===== config.mk =====
export PLATFORM = sky130hd
export DESIGN_NAME = url_percent_decoder
export DESIGN_NICKNAME = d
export VERILOG_FILES = /design/src/design/upd_pkg.sv /design/src/design/upd_front.sv /design/src/design/upd_queue.sv /design/src/design/upd_back.sv /design/src/design/url_percent_decoder.sv
export SDC_FILE = /design/constraint.sdc
export NUM_CORES = 1
export LEC_CHECK = 0
export ABC_AREA = 1
export BUFFER_PORTS_ARGS = -buffer_cell sky130_fd_sc_hd__clkbuf_2
export CAP_MARGIN = 20
export CORE_ASPECT_RATIO = 1.1
export CORE_UTILIZATION = 59
export CTS_BUF_LIST = sky130_fd_sc_hd__clkbuf_2 sky130_fd_sc_hd__clkbuf_4 sky130_fd_sc_hd__clkbuf_8
export CTS_CLUSTER_SIZE = 14
export DETAILED_ROUTE_END_ITERATION = 12
export PLACE_DENSITY = 0.79
export SLEW_MARGIN = 20
export SYNTH_ARGS = -nofsm -noshare
export SYNTH_HDL_FRONTEND = slang
export SYNTH_HIERARCHICAL = 1
export SYNTH_SLANG_ARGS = --single-unit

===== constraint.sdc =====
create_clock -name clock -period 10.85 [get_ports clock]
set_input_delay 1.085 -clock clock [delete_from_list [all_inputs] [get_ports clock]]
set_output_delay 1.085 -clock clock [all_outputs]
set_load 0.02 [all_outputs]

===== src/design/upd_pkg.sv =====
// shared types, constants and helpers for the url percent decoder
`default_nettype none

package upd_pkg;

   // character codes
   localparam logic [7:0] CHR_PCT   = 8'h25;
   localparam logic [7:0] CHR_PLUS  = 8'h2B;
   localparam logic [7:0] CHR_SPACE = 8'h20;

   // most decoded bytes one input beat can release
   localparam int MAX_BYTES = 3;

   // group queue sizing
   localparam int QUEUE_DEPTH  = 4;
   localparam int QUEUE_PTR_W  = $clog2(QUEUE_DEPTH);
   localparam int QUEUE_FILL_W = $clog2(QUEUE_DEPTH + 1);

   // escape progress
   typedef enum logic [1:0] {
      PH_IDLE  = 2'd0,
      PH_PCT   = 2'd1,
      PH_DIGIT = 2'd2
   } upd_phase_type;

   // bytes released by one input beat, in output order
   typedef struct packed {
      logic [1:0]                 count;
      logic [MAX_BYTES-1:0][7:0]  bytes;
      logic                       last;
   } upd_group_type;

   // front to queue
   typedef struct packed {
      logic          push;
      upd_group_type group;
   } upd_push_type;

   // queue to back
   typedef struct packed {
      logic          valid;
      upd_group_type group;
   } upd_head_type;

   function automatic logic is_hex(input logic [7:0] c);
      return (c >= 8'h30 && c <= 8'h39) || (c >= 8'h41 && c <= 8'h46) ||
             (c >= 8'h61 && c <= 8'h66);
   endfunction

   function automatic logic [3:0] hex_val(input logic [7:0] c);
      logic [7:0] v;
      if (c >= 8'h61) begin
         v = c - 8'h57;
      end else if (c >= 8'h41) begin
         v = c - 8'h37;
      end else begin
         v = c - 8'h30;
      end
      return v[3:0];
   endfunction

endpackage

`default_nettype wire


===== src/design/upd_front.sv =====
// front end: escape tracking and grouping of the bytes each input beat releases
`default_nettype none

module upd_front import upd_pkg::*; (
   input  wire logic         clock,
   input  wire logic         reset,
   input  wire logic         req_valid,
   input  wire logic         req_stall,
   input  wire logic [7:0]   req_byte,
   input  wire logic         req_last,
   output upd_push_type      push
);

   upd_phase_type phase_ff, phase_in;
   logic [7:0]    held_ff, held_in;
   logic          accept;
   logic [1:0]    grp_count;
   logic [MAX_BYTES-1:0][7:0] grp_bytes;

   assign accept = req_valid && !req_stall;

   // escape state
   always_ff @(posedge clock) begin
      if (reset) begin
         phase_ff <= PH_IDLE;
         held_ff  <= '0;
      end else if (accept) begin
         phase_ff <= phase_in;
         held_ff  <= held_in;
      end
   end

   // next phase and bytes released by this beat
   always_comb begin
      phase_in  = PH_IDLE;
      held_in   = held_ff;
      grp_count = '0;
      grp_bytes = '0;

      unique case (phase_ff)
         PH_PCT: begin
            if (is_hex(req_byte)) begin
               held_in  = req_byte;
               phase_in = PH_DIGIT;
            end else begin
               grp_bytes[grp_count] = CHR_PCT;
               grp_count = grp_count + 2'd1;
            end
         end
         PH_DIGIT: begin
            if (is_hex(req_byte)) begin
               grp_bytes[grp_count] = {hex_val(held_ff), hex_val(req_byte)};
               grp_count = grp_count + 2'd1;
            end else begin
               grp_bytes[grp_count] = CHR_PCT;
               grp_count = grp_count + 2'd1;
               grp_bytes[grp_count] = held_ff;
               grp_count = grp_count + 2'd1;
            end
         end
         default: begin
         end
      endcase

      // the byte is handled as a fresh character unless it extended an escape
      if (!(phase_ff == PH_PCT || phase_ff == PH_DIGIT) || !is_hex(req_byte)) begin
         if (req_byte == CHR_PCT) begin
            phase_in = PH_PCT;
         end else if (req_byte == CHR_PLUS) begin
            grp_bytes[grp_count] = CHR_SPACE;
            grp_count = grp_count + 2'd1;
         end else begin
            grp_bytes[grp_count] = req_byte;
            grp_count = grp_count + 2'd1;
         end
      end

      // end of string flushes anything still held
      if (req_last) begin
         if (phase_in == PH_PCT) begin
            grp_bytes[grp_count] = CHR_PCT;
            grp_count = grp_count + 2'd1;
         end else if (phase_in == PH_DIGIT) begin
            grp_bytes[grp_count] = CHR_PCT;
            grp_count = grp_count + 2'd1;
            grp_bytes[grp_count] = held_in;
            grp_count = grp_count + 2'd1;
         end
         phase_in = PH_IDLE;
         held_in  = '0;
      end
   end

   assign push.push        = accept && (grp_count != 2'd0);
   assign push.group.count = grp_count;
   assign push.group.bytes = grp_bytes;
   assign push.group.last  = req_last;

   // a string end always releases at least one byte
   a_last_emits: assert property (@(posedge clock) disable iff (reset)
      (accept && req_last) |-> push.push)
      else $error("last beat released no byte");

   // escape state is idle after a string end
   a_last_clears: assert property (@(posedge clock) disable iff (reset)
      (accept && req_last) |=> (phase_ff == PH_IDLE))
      else $error("escape pending after string end");

   // a percent that opens an escape from idle releases nothing
   a_hold_silent: assert property (@(posedge clock) disable iff (reset)
      (accept && phase_ff == PH_IDLE && phase_in == PH_PCT) |-> !push.push)
      else $error("percent start released a byte");

endmodule

`default_nettype wire


===== src/design/upd_queue.sv =====
// short queue of byte groups between front and back
`default_nettype none

module upd_queue import upd_pkg::*; (
   input  wire logic         clock,
   input  wire logic         reset,
   input  wire upd_push_type push,
   input  wire logic         pop,
   output upd_head_type      head,
   output logic              full
);

   upd_group_type             entry_ff [QUEUE_DEPTH];
   logic [QUEUE_PTR_W-1:0]    wr_ptr_ff, wr_ptr_in;
   logic [QUEUE_PTR_W-1:0]    rd_ptr_ff, rd_ptr_in;
   logic [QUEUE_FILL_W-1:0]   fill_ff, fill_in;
   logic                      do_push, do_pop;

   assign full    = (fill_ff == QUEUE_FILL_W'(QUEUE_DEPTH));
   assign do_push = push.push && !full;
   assign do_pop  = pop && (fill_ff != '0);

   // pointer and fill update
   always_comb begin
      wr_ptr_in = do_push ? wr_ptr_ff + QUEUE_PTR_W'(1) : wr_ptr_ff;
      rd_ptr_in = do_pop  ? rd_ptr_ff + QUEUE_PTR_W'(1) : rd_ptr_ff;
      fill_in   = fill_ff;
      if (do_push && !do_pop) begin
         fill_in = fill_ff + QUEUE_FILL_W'(1);
      end else if (do_pop && !do_push) begin
         fill_in = fill_ff - QUEUE_FILL_W'(1);
      end
   end

   always_ff @(posedge clock) begin
      if (reset) begin
         wr_ptr_ff <= '0;
         rd_ptr_ff <= '0;
         fill_ff   <= '0;
      end else begin
         wr_ptr_ff <= wr_ptr_in;
         rd_ptr_ff <= rd_ptr_in;
         fill_ff   <= fill_in;
      end
   end

   // group storage
   always_ff @(posedge clock) begin
      if (do_push) begin
         entry_ff[wr_ptr_ff] <= push.group;
      end
   end

   assign head.valid = (fill_ff != '0);
   assign head.group = entry_ff[rd_ptr_ff];

   // a push is never offered while the queue is full
   a_no_overflow: assert property (@(posedge clock) disable iff (reset)
      full |-> !push.push)
      else $error("push into full queue");

   // a pop is never asked of an empty queue
   a_no_underflow: assert property (@(posedge clock) disable iff (reset)
      pop |-> head.valid)
      else $error("pop from empty queue");

   // pointers and fill agree
   a_fill_match: assert property (@(posedge clock) disable iff (reset)
      (fill_ff == '0 || full) |-> (wr_ptr_ff == rd_ptr_ff))
      else $error("queue pointers disagree with fill");

endmodule

`default_nettype wire


===== src/design/upd_back.sv =====
// back end: sends the bytes of each queued group one beat at a time
`default_nettype none

module upd_back import upd_pkg::*; (
   input  wire logic         clock,
   input  wire logic         reset,
   input  wire upd_head_type head,
   output logic              pop,
   output logic              rsp_valid,
   input  wire logic         rsp_stall,
   output logic [7:0]        rsp_byte,
   output logic              rsp_last
);

   logic [1:0] idx_ff, idx_in;
   logic       final_byte;
   logic       accept;

   assign final_byte = (idx_ff == head.group.count - 2'd1);
   assign rsp_valid  = head.valid;
   assign rsp_byte   = head.group.bytes[idx_ff];
   assign rsp_last   = head.group.last && final_byte;
   assign accept     = rsp_valid && !rsp_stall;
   assign pop        = accept && final_byte;

   // position within the current group
   always_comb begin
      idx_in = idx_ff;
      if (accept) begin
         idx_in = final_byte ? 2'd0 : idx_ff + 2'd1;
      end
   end

   always_ff @(posedge clock) begin
      if (reset) begin
         idx_ff <= '0;
      end else begin
         idx_ff <= idx_in;
      end
   end

   // the position never runs past the group it walks
   a_idx_in_group: assert property (@(posedge clock) disable iff (reset)
      head.valid |-> (idx_ff < head.group.count))
      else $error("byte position beyond group");

   // position restarts after each group
   a_idx_restart: assert property (@(posedge clock) disable iff (reset)
      pop |=> (idx_ff == 2'd0))
      else $error("byte position not restarted");

   // an idle back end sits at the start of a group
   a_idx_idle: assert property (@(posedge clock) disable iff (reset)
      !head.valid |-> (idx_ff == 2'd0))
      else $error("byte position moved with nothing queued");

endmodule

`default_nettype wire


===== src/design/url_percent_decoder.sv =====
// top level of the streaming url percent decoder
`default_nettype none

// Decodes a url-encoded byte stream: "%hh" (either case) becomes one byte, '+'
// becomes a space, everything else passes through; a broken or unfinished
// escape is sent out as received. req_last ends a string and the final
// decoded byte carries rsp_last. One input beat is taken per cycle; a beat
// releases zero to three bytes, which leave one per cycle while rsp_stall is
// low, so the input stalls only while the four-entry group queue between the
// escape front end and the byte sender is full. The bytes a beat releases are
// registered in the group queue before they go out.
module url_percent_decoder import upd_pkg::*; (
   input  wire logic         clock,
   input  wire logic         reset,
   input  wire logic         req_valid,
   output logic              req_stall,
   input  wire logic [7:0]   req_byte,
   input  wire logic         req_last,
   output logic              rsp_valid,
   input  wire logic         rsp_stall,
   output logic [7:0]        rsp_byte,
   output logic              rsp_last
);

   upd_push_type push;
   upd_head_type head;
   logic         pop;
   logic         full;

   assign req_stall = full;

   // escape tracking
   upd_front u_front (
      .clock     (clock),
      .reset     (reset),
      .req_valid (req_valid),
      .req_stall (req_stall),
      .req_byte  (req_byte),
      .req_last  (req_last),
      .push      (push)
   );

   // group queue
   upd_queue u_queue (
      .clock (clock),
      .reset (reset),
      .push  (push),
      .pop   (pop),
      .head  (head),
      .full  (full)
   );

   // byte sender
   upd_back u_back (
      .clock     (clock),
      .reset     (reset),
      .head      (head),
      .pop       (pop),
      .rsp_valid (rsp_valid),
      .rsp_stall (rsp_stall),
      .rsp_byte  (rsp_byte),
      .rsp_last  (rsp_last)
   );

endmodule

`default_nettype wire


# Word-level counts from Yosys, hierarchy flattened
# Memories as Yosys holds them, arrays and structs flattened. A register that Yosys moved wholly into a read port is not among the register bits.
# Index checks and enable logic that the tools add are counted.
# Widths: inputs -> output; s select.
# classes
add_sub_neg	15
multipliers	0
n_div	0
order_cmp	15
eq_ne	8
n_shift	0
n_mux	48
n_bitwise	6
reduce_logical	28
# ops
cell	count
$mux 24	6
$mux 8	10
$bwmux 24	2
$demux 8 s2	3
$ge 8x7->1 const B	4
$mux 2	14
$and 14x21->21	1
$not 21->21	1
$bmux 8 s2	1
$eq 8x6->1 const B	2
$le 8x7->1 const B	2
$mux 4	4
$pmux 8 s2	1
$sub 4x3->4 const B	4
$and 15x15->15	1
$logic_and 1x1->1	15
$not 15->15	1
$add 2x1->2 const B	6
$lt 2x3->1 const B	4
$or 9x9->9	1
$ge 8x6->1 const B	1
$le 8x6->1 const B	1
$sub 4x1->4 const B	2
$ge 2x1->1 const B	3
16 further kinds	30
# totals
regBits	19
latch_bits	0
ram_bits	108
romBits	0
in_bits	13
n_memories	1
# mem_list
memory	depth	width	read_ports	rd_clocked_by_memory_dff	wr	line	text
u_queue.entry_ff	4	27	1	1	1	upd_queue.sv:13	upd_group_type entry_ff [QUEUE_DEPTH];

# Longest topological paths before layout
# Gate-level depths: netlist of run 1.
# depth
ltp_word	21
depth_mapped	32
depth_no_buf	32

# Modules after synthesis
# The synthesis of run 1 kept the hierarchy.
# modules_own_cells
module	instances	cells_per_inst	area_each_um2
upd_queue	1	330	4549.4
upd_front	1	361	1983.2
upd_back	1	70	402.9

# Worst setup path before layout of run 1
# OpenSTA, ideal clock, no wires.
# synth_timing
kind	input port to flip-flop
start	in req_byte[0]
end	mem u_queue/entry_ff[0][0] (netlist name), enable pin
setup_time_ns	0.411
t_arrival_ns	4.784
path_slack_ns	5.655
cell_stages	21
cell_sequence	buf_4 inv_1 ha_1 o21ai_0 nand2_1 nand3_4 nand2_1 nor2_1 inv_1 ha_1 nand3_1 nand2_1 inv_1 ha_1 or2_0 nand2_1 nand2_1 nand2_1 a21oi_1 nand2_2 nor2_1
# synth_rtl
element	line	text
start, declared	url_percent_decoder.sv:17	input wire logic [7:0] req_byte,
end, declared	upd_queue.sv:13	

==> metrics.cfg, run 1 <==
[final_layout]
drive_above_1_share_pct = 13.2
fin_util_pct = 65.5
antennaDiodeCount = 0
final_cells = 940
areaGrowthSynthToFinish_pct = 8.03
nets = 813

[worst_setup_path]
worstRegToRegCells = 25
critPathKind = in2reg
arrival_ns = 5.23
worstPathRequired_ns = 11.17
r2r_setup_slack_ns = 6.92
critPathLaunchType = primary input
critPathMaxFanout = 10
crit_top_cell = nand2_1
r2r_end = u_queue/fill_ff[2]
timing.rr.start = u_front/phase_ff[1]
critPathMaxStageDelay_ns = 0.38
critPathCaptureType = flip-flop
crit_slowest_cell = fa_1

[synth]
synth_edf_count = 108
synth_seq_area_share_pct = 52.8
synth_cell_types = 41
ys.flop_type = edfxtp_1
synthCells = 761
synth_nets = 797
netlist_area_um2 = 6940
synth-seq-cells = 129
ys_warn_count = 6
syn_avg_cell_area_um2 = 9.11
synth-async-reset-ratio_pct = 0

[drt]
antenna_left = 0
wirelength_um = 16800
vias = 5365
drtIter0Drc = 369
drc_errors = 0
dr.pass1.iters = 5
viasPerCell = 5.71
post_drt_wl_per_cell_um = 17.8

[place]
hpwlAfterDp_um = 11400
dp_cells = 908
finalWeightedCongestion = 0.960
numPortBuffers = 23

[worst_hold_path]
hold_path_depth = 2
hp-start = u_front/held_ff[7]
min_to = u_front/held_ff[7]
hold_path_class = reg2reg

[timing]
hold_violations = 0
worst_slew_pin_slew_ns = 0.726
setup_viol = 0
rsz0062_at_grt = false
min_period_ns = 4.90
fmax_mhz = 204
fin_setup_tns_ns = 0
skew_ns = 0.0126
drv_slew = 0
slew_headroom_pct = 51.1
period_share_pct = 45.2
hold-worst-slack_ns = 0.492

[die]
rows = 41
ios = 24
start_util_pct = 60.6
die_h_um = 116
die_area_um2 = 12200
core_um2 = 11400
die_w_um = 105

[grt]
grt_pass1_vias = 5054
grt_busiest_layer = met2
met2_usage_pct = 49.2
grt.total_usage_pct = 28.6
met1_usage_pct = 32.8
use_met3_pct = 6.02
grt_max_degree = 56
gr-total-overflow = 0
grt_first_pass_wirelength_um = 25800
antenna_found_initial = 0

[clocking]
cts_tree = built
numCtsBuffers = 17
clk_latency_ns = 0.42
cts_resized = 0
cts_setup_buffers = 0
ctsLongestPathBuffers = 2
h-tree-depth = 4
cts-root-buf = clkbuf_8
clock-sinks = 129
path_clk_slew_ns = 0.07
ctsHoldBuffers = 0

[job]
max_cap_violations = 0

[power_and_ir_drop]
power.static_leakage_nw = 3.04
vdd_drop_max_mv = 0.123
power_density_nw_per_um2 = 191

[outcome]
status = completed

==> sequential cells by signal, indices dropped and copies added (netlist names), named ones only <==
signal,count
u_queue/entry_ff,108
u_back/idx_ff,2
u_queue/wr_ptr_ff,2
u_front/phase_ff,2
u_queue/rd_ptr_ff,2
u_queue/fill_ff,3
u_front/held_ff,8
==> cells in the mapped netlist (all sizes together) (2+ instances only) <==
cell	instances	area, µm²
dfxtp	21	420
edfxtp	108	3240
nand4	11	90.1
a21oi	23	119
inv	82	315
nor3	3	36.3
ha	22	275
clkbuf	6	30.0
nor2	116	474
nand2	155	624
o21ai	99	495
buf	26	229
o211ai	4	30.0
nand3	44	258
o22ai	27	169
nand3b	2	15.0
xor2	6	52.6
==> layer usage <==
| metal | wire (µm) | share of wire [%] |
|---|---|---|
| met1 | 6340 | 38 |
| met2 | 8470 | 51 |
| met3 | 1160 | 6.9 |
| met4 | 786 | 4.7 |
| met5 | 0 | 0 |
==> placed cells by master, fill, tap and decap left out, types with 18 or more instances in the layout <==
master,count
inv_1,76
o21ai_1,37
clkbuf_2,23
o22ai_1,27
nand3_1,38
edfxtp_1,108
dfxtp_1,21
ha_1,22
clkbuf_8,18
o21ai_0,62
nand2_1,142
nor2_1,104
a21oi_1,22
==> critical path, delay by kind of cell <==
family | cells | cell delay, ns
AND/OR/NAND/NOR | 16 | 1.65
adder cells (fa/ha/maj) | 5 | 1.34
buffers and inverters | 7 | 0.72
AO/OA/AOI/OAI | 2 | 0.41
==> power by group <==
| group | switching [mW] | internal, mW |
|---|---|---|
| logic | 0.240 | 0.0988 |
| registers | 0.0263 | 0.605 |
| clock network | 0.179 | 0.279 |
| total | 0.445 | 0.983 |
==> worst max path at each step <==
| stage | start | endpoint | slack [ns] | depth (start not counted) |
|---|---|---|---|---|
| 6_report | req_byte[0] | u_queue/fill_ff[2] | 5.95 | 30 |
| 5_1_grt | req_byte[0] | u_queue/fill_ff[2] | 5.51 | 30 |
| 4_1_cts | req_byte[0] | u_queue/fill_ff[2] | 6.00 | 30 |
| 3_5_place_dp | req_byte[0] | u_queue/fill_ff[2] | 5.54 | 30 |
| 3_3_place_gp | req_byte[0] | u_queue/fill_ff[2] | 5.77 | 30 |
| 2_1_floorplan | req_byte[0] | u_queue/entry_ff[0][0] | 5.65 | 21 |
==> layout make-up <==
cell class | count | area, µm²
repair buffers | 29 | 160
clock inverters | 14 | 210
clock buffers | 18 | 248
flip-flops and latches | 129 | 3660
inverters | 83 | 324
fillers | 923 | 3950
multi-input cells | 517 | 2700
well taps | 150 | 188
==> cell families (layout without fill, tap and decap cells) <==
| family | Yosys count | in the layout | share of synthesized area [%] |
|---|---|---|---|
| adders and majority gates | 23 | 23 | 4.26 |
| buffers and inverters | 115 | 144 | 8.41 |
| xor gates and xnor gates | 7 | 7 | 0.884 |
| AOI/OAI and AO/OA | 155 | 155 | 11.9 |
| and+or+nand+nor | 332 | 332 | 21.7 |
| DFF | 129 | 129 | 52.8 |
==> metrics by stage <==
step	worst slack [ns]	instance area [µm²]	total power, mW
after floorplan	5.65	6940	0.904
after global placement	5.77	7030	0.962
after detailed placement	5.54	7030	0.980
after CTS	6.00	7490	1.43
after global routing	5.51	7490	1.49
final	5.95	7490	1.43
(Power assumes the default switching activity.)
==> run 2, diff against run 1 <==
- ABC_AREA: 1 -> 0
- CORE_UTILIZATION: 59 -> 58
- PLACE_DENSITY: 0.79 -> 0.81
- clock period: 10.85 -> 4 ns (I/O delays scaled with it)
==> metrics.cfg, run 2 <==
[worst_setup_path]
path_depth = 24  ; -20%
r2r_setup_slack_ns = 0.10  ; -6.82 ns
worstRegToRegCells = 20  ; -20%
worstPathRequired_ns = 4.36  ; -6.81 ns
arrival_ns = 4.32  ; -0.91 ns
crit_top_cell = inv_4
critical_path.top_delay_family = simple AND/OR/NAND/NOR gates
worst-path-buf-inv = 6  ; -1
crit_slowest_cell = or3_1
timing.rr.start = u_front/phase_ff[0]
critPathCaptureType = flip-flop
critPathKind = in2reg
cp_cell_sequence = clkbuf_2, inv_4, ha_4, nor4bb_4, or2_4, nor3_4, mux2_4, inv_4, ha_4, a31o_4, inv_4, ha_4, nor2_4, a21oi_2, o211a_1, o21ba_4, inv_4, nor2_4, ha_2, inv_2, fa_2, xor2_2, or3_1, a21oi_2
critPathMaxFanout = 4  ; -6
critPathMaxStageDelay_ns = 0.38  ; about the same
r2r_end = u_queue/fill_ff[2]
critPathLaunchType = primary input

[grt]
antenna_found_initial = 0  ; unchanged
grt_max_degree = 28  ; -50%
use_met3_pct = 5.37  ; -0.64 points
grt_busiest_layer = met2
gr-total-overflow = 0  ; unchanged
met2_usage_pct = 47.6  ; -1.7 points
grt_pass1_vias = 4287  ; -15%
grt.total_usage_pct = 27.8  ; -0.85 points
grt_first_pass_wirelength_um = 23000  ; -11%
met1_usage_pct = 35.1  ; +2.4 points

[worst_hold_path]
hold_path_depth = 4  ; +2
hold_path_class = in2reg
hp-start = req_byte[1]
min_to = u_front/held_ff[1]

[clocking]
clk_latency_ns = 0.42  ; about the same
ctsHoldBuffers = 0  ; unchanged
ctsLongestPathBuffers = 2  ; unchanged
cts_tree = built
cts-root-buf = clkbuf_8
h-tree-depth = 4  ; unchanged
path_clk_slew_ns = 0.08  ; about the same
numCtsBuffers = 17  ; unchanged
clock-sinks = 129  ; unchanged

[timing]
skew_ns = 0.0119  ; -0.000761 ns
drv_slew = 0  ; unchanged
rsz0062_at_grt = true
min_period_ns = 3.97
hold_violations = 0  ; unchanged
hold-worst-slack_ns = 0.399  ; -0.0938 ns
fmax_mhz = 252
setup_viol = 0  ; unchanged
slew_headroom_pct = 51.4  ; +0.33 points
period_share_pct = 99.1
worst_slew_pin_slew_ns = 0.728  ; +0.00122 ns

[drt]
post_drt_wl_per_cell_um = 20.9  ; +17%
viasPerCell = 6.05  ; +5.9%
drtIter0Drc = 313  ; -15%
dr.pass1.iters = 5  ; unchanged
drc_errors = 0  ; unchanged
wirelength_um = 14900  ; -11%
antenna_left = 0  ; unchanged
vias = 4299  ; -20%

[synth]
synth_cell_types = 76  ; +85%
synth-seq-cells = 129  ; unchanged
ys.flop_type = edfxtp_1
synth_common_cells = 108 x edfxtp_1, 32 x nor2_1, 27 x nand2_1, 26 x mux4_2, 22 x ha_1
synth-async-reset-ratio_pct = 0  ; unchanged
yosys-top-cells-area = edfxtp_1 50%, mux4_2 9.1%, dfxtp_1 6.5%, ha_1 4.3%, nor2_1 1.9%
synth.most_common_cell = edfxtp_1
synth_seq_area_share_pct = 56.7  ; +3.9 points
netlist_area_um2 = 6460  ; -6.8%
synth_top_area_share_pct = 50.2  ; +3.4 points
ys_warn_count = 6  ; unchanged
yosysTopAreaCell = edfxtp_1
syn_avg_cell_area_um2 = 13.6  ; +49%
synth_nets = 512  ; -36%
synth_edf_count = 108  ; unchanged
synthCells = 476  ; -37%

[place]
dp_cells = 673  ; -26%
finalWeightedCongestion = 0.961  ; +0.12%
hpwlAfterDp_um = 10700  ; -6.6%
numPortBuffers = 23  ; unchanged

[final_layout]
areaGrowthSynthToFinish_pct = 18.5
antennaDiodeCount = 0  ; unchanged
top_register = u_queue/entry_ff
reg.largest.list = u_queue/entry_ff x108, u_front/held_ff x8, u_queue/fill_ff x3
final_cells = 711  ; -24%
final_common_cell = edfxtp_1
most-common-layout-cells = 108 x edfxtp_1, 57 x buf_4, 30 x nor2_1
nets = 587  ; -28%
drive_above_1_share_pct = 34.4  ; +21 points
largest_register_ffs = 108  ; unchanged

[outcome]
status = completed

[die]
rows = 40  ; -2.4%
ios = 24  ; unchanged
core_um2 = 10900  ; -5.1%
die_h_um = 113  ; -2.6%
die_w_um = 103  ; -2.6%
start_util_pct = 59.5  ; -1.1 points
die_area_um2 = 11600  ; -5.1%

[power_and_ir_drop]
power.static_leakage_nw = 2.74  ; -9.9%
power_density_nw_per_um2 = 467  ; +140%
seq_power_share_pct = 46.7  ; +2.5 points
sw_frac_of_total_pct = 28.5  ; -2.7 points
p_sw_mw = 1.02  ; +130%
clkPwrFrac_pct = 30.1  ; -2.0 points
pwr-share-comb_pct = 23.2  ; -0.5 points
intPower_mw = 2.56  ; +160%
vdd_drop_max_mv = 0.277  ; +130%

[job]
max_cap_violations = 0  ; unchanged

[run 2: changes by cell type after synthesis, sizes merged, moves of 7 or more]
cell,before,now
a22oi,0,10
and2,0,8
buf,26,18
inv,82,18
mux2i,0,11
mux4,0,27
nand2,155,27
nand2b,0,7
nand3,44,4
nor2,116,32
o21ai,99,20
o22ai,27,10
[run 2: worst max-delay path by stage]
stage,start,endpoint,slack (ns)
5_1_grt,req_byte[1],u_queue/fill_ff[2],-0.13
6_report,req_byte[0],u_queue/fill_ff[2],0.03
4_1_cts,req_byte[1],u_queue/fill_ff[2],0.0004
3_5_place_dp,req_byte[1],u_queue/fill_ff[2],-0.46
3_3_place_gp,req_byte[1],u_queue/fill_ff[2],-0.33
2_1_floorplan,req_byte[1],u_queue/fill_ff[2],-0.28
[run 2: power groups by stage]
stage	Combinational (mW)	Clock (mW)	Sequential (mW)
after CTS	0.822	1.09	1.67
final	0.828	1.07	1.67
after global placement	0.787	0	1.68
after detailed placement	0.819	0	1.70
after global routing	0.897	1.15	1.68
after floorplan	0.597	0	1.68
[run 2: routing by layer]
layer | wire length, µm | vias to the layer above
li1 | - | 1998
met1 | 5960 | 2123
met2 | 7850 | 152
met3 | 748 | 26
met4 | 300 | 0
met5 | 0 | -
[run 2: tightest hold or removal path: stages]
cell and delay (ns):
buf_8 0.08, buf_4 0.15, a22oi_1 0.07, nor2_1 0.08
[run 2: cells by family (layout without fill, tap and decap cells)]
logic type	after synthesis	in the layout	synth area share, %
DFF	129	129	56.7
adders and majority gates	23	23	4.57
and+or+nand+nor	123	123	10.6
buffers and inverters	46	134	4.07
muxes	40	40	11.5
AOI/OAI and AO/OA	103	103	10.9
xor gates and xnor gates	12	12	1.63
[run 2: cell type report]
cell class,count,area (µm²)
Sequential cell,129,3660
Fill cell,751,3200
Multi-Input combinational cell,301,2700
Timing Repair Buffer,84,633
Clock buffer,18,241
Tap cell,147,184
Clock inverter,14,155
Inverter,18,81.3
[run 2: through the flow]
stage	instance area (µm²)	setup TNS (ns)	power (mW)	utilization [%]	worst slack (ns)
6_report	7660	0	3.57	70.5	0.0343
5_1_grt	7660	-0.128	3.73	70.5	-0.128
4_1_cts	7560	0	3.59	69.6	0.000365
3_5_place_dp	7150	-17.51	2.52	65.8	-0.465
3_3_place_gp	7150	-7.58	2.47	65.8	-0.328
2_1_floorplan	6580	-0.410	2.28	-	-0.277
[run 2: what timing repair did]
action,4_1_cts,5_1_grt
setup buffers,2,5
pin swaps,1,18
gates resized for setup,0,16
endpoints found under the setup margin,1,2
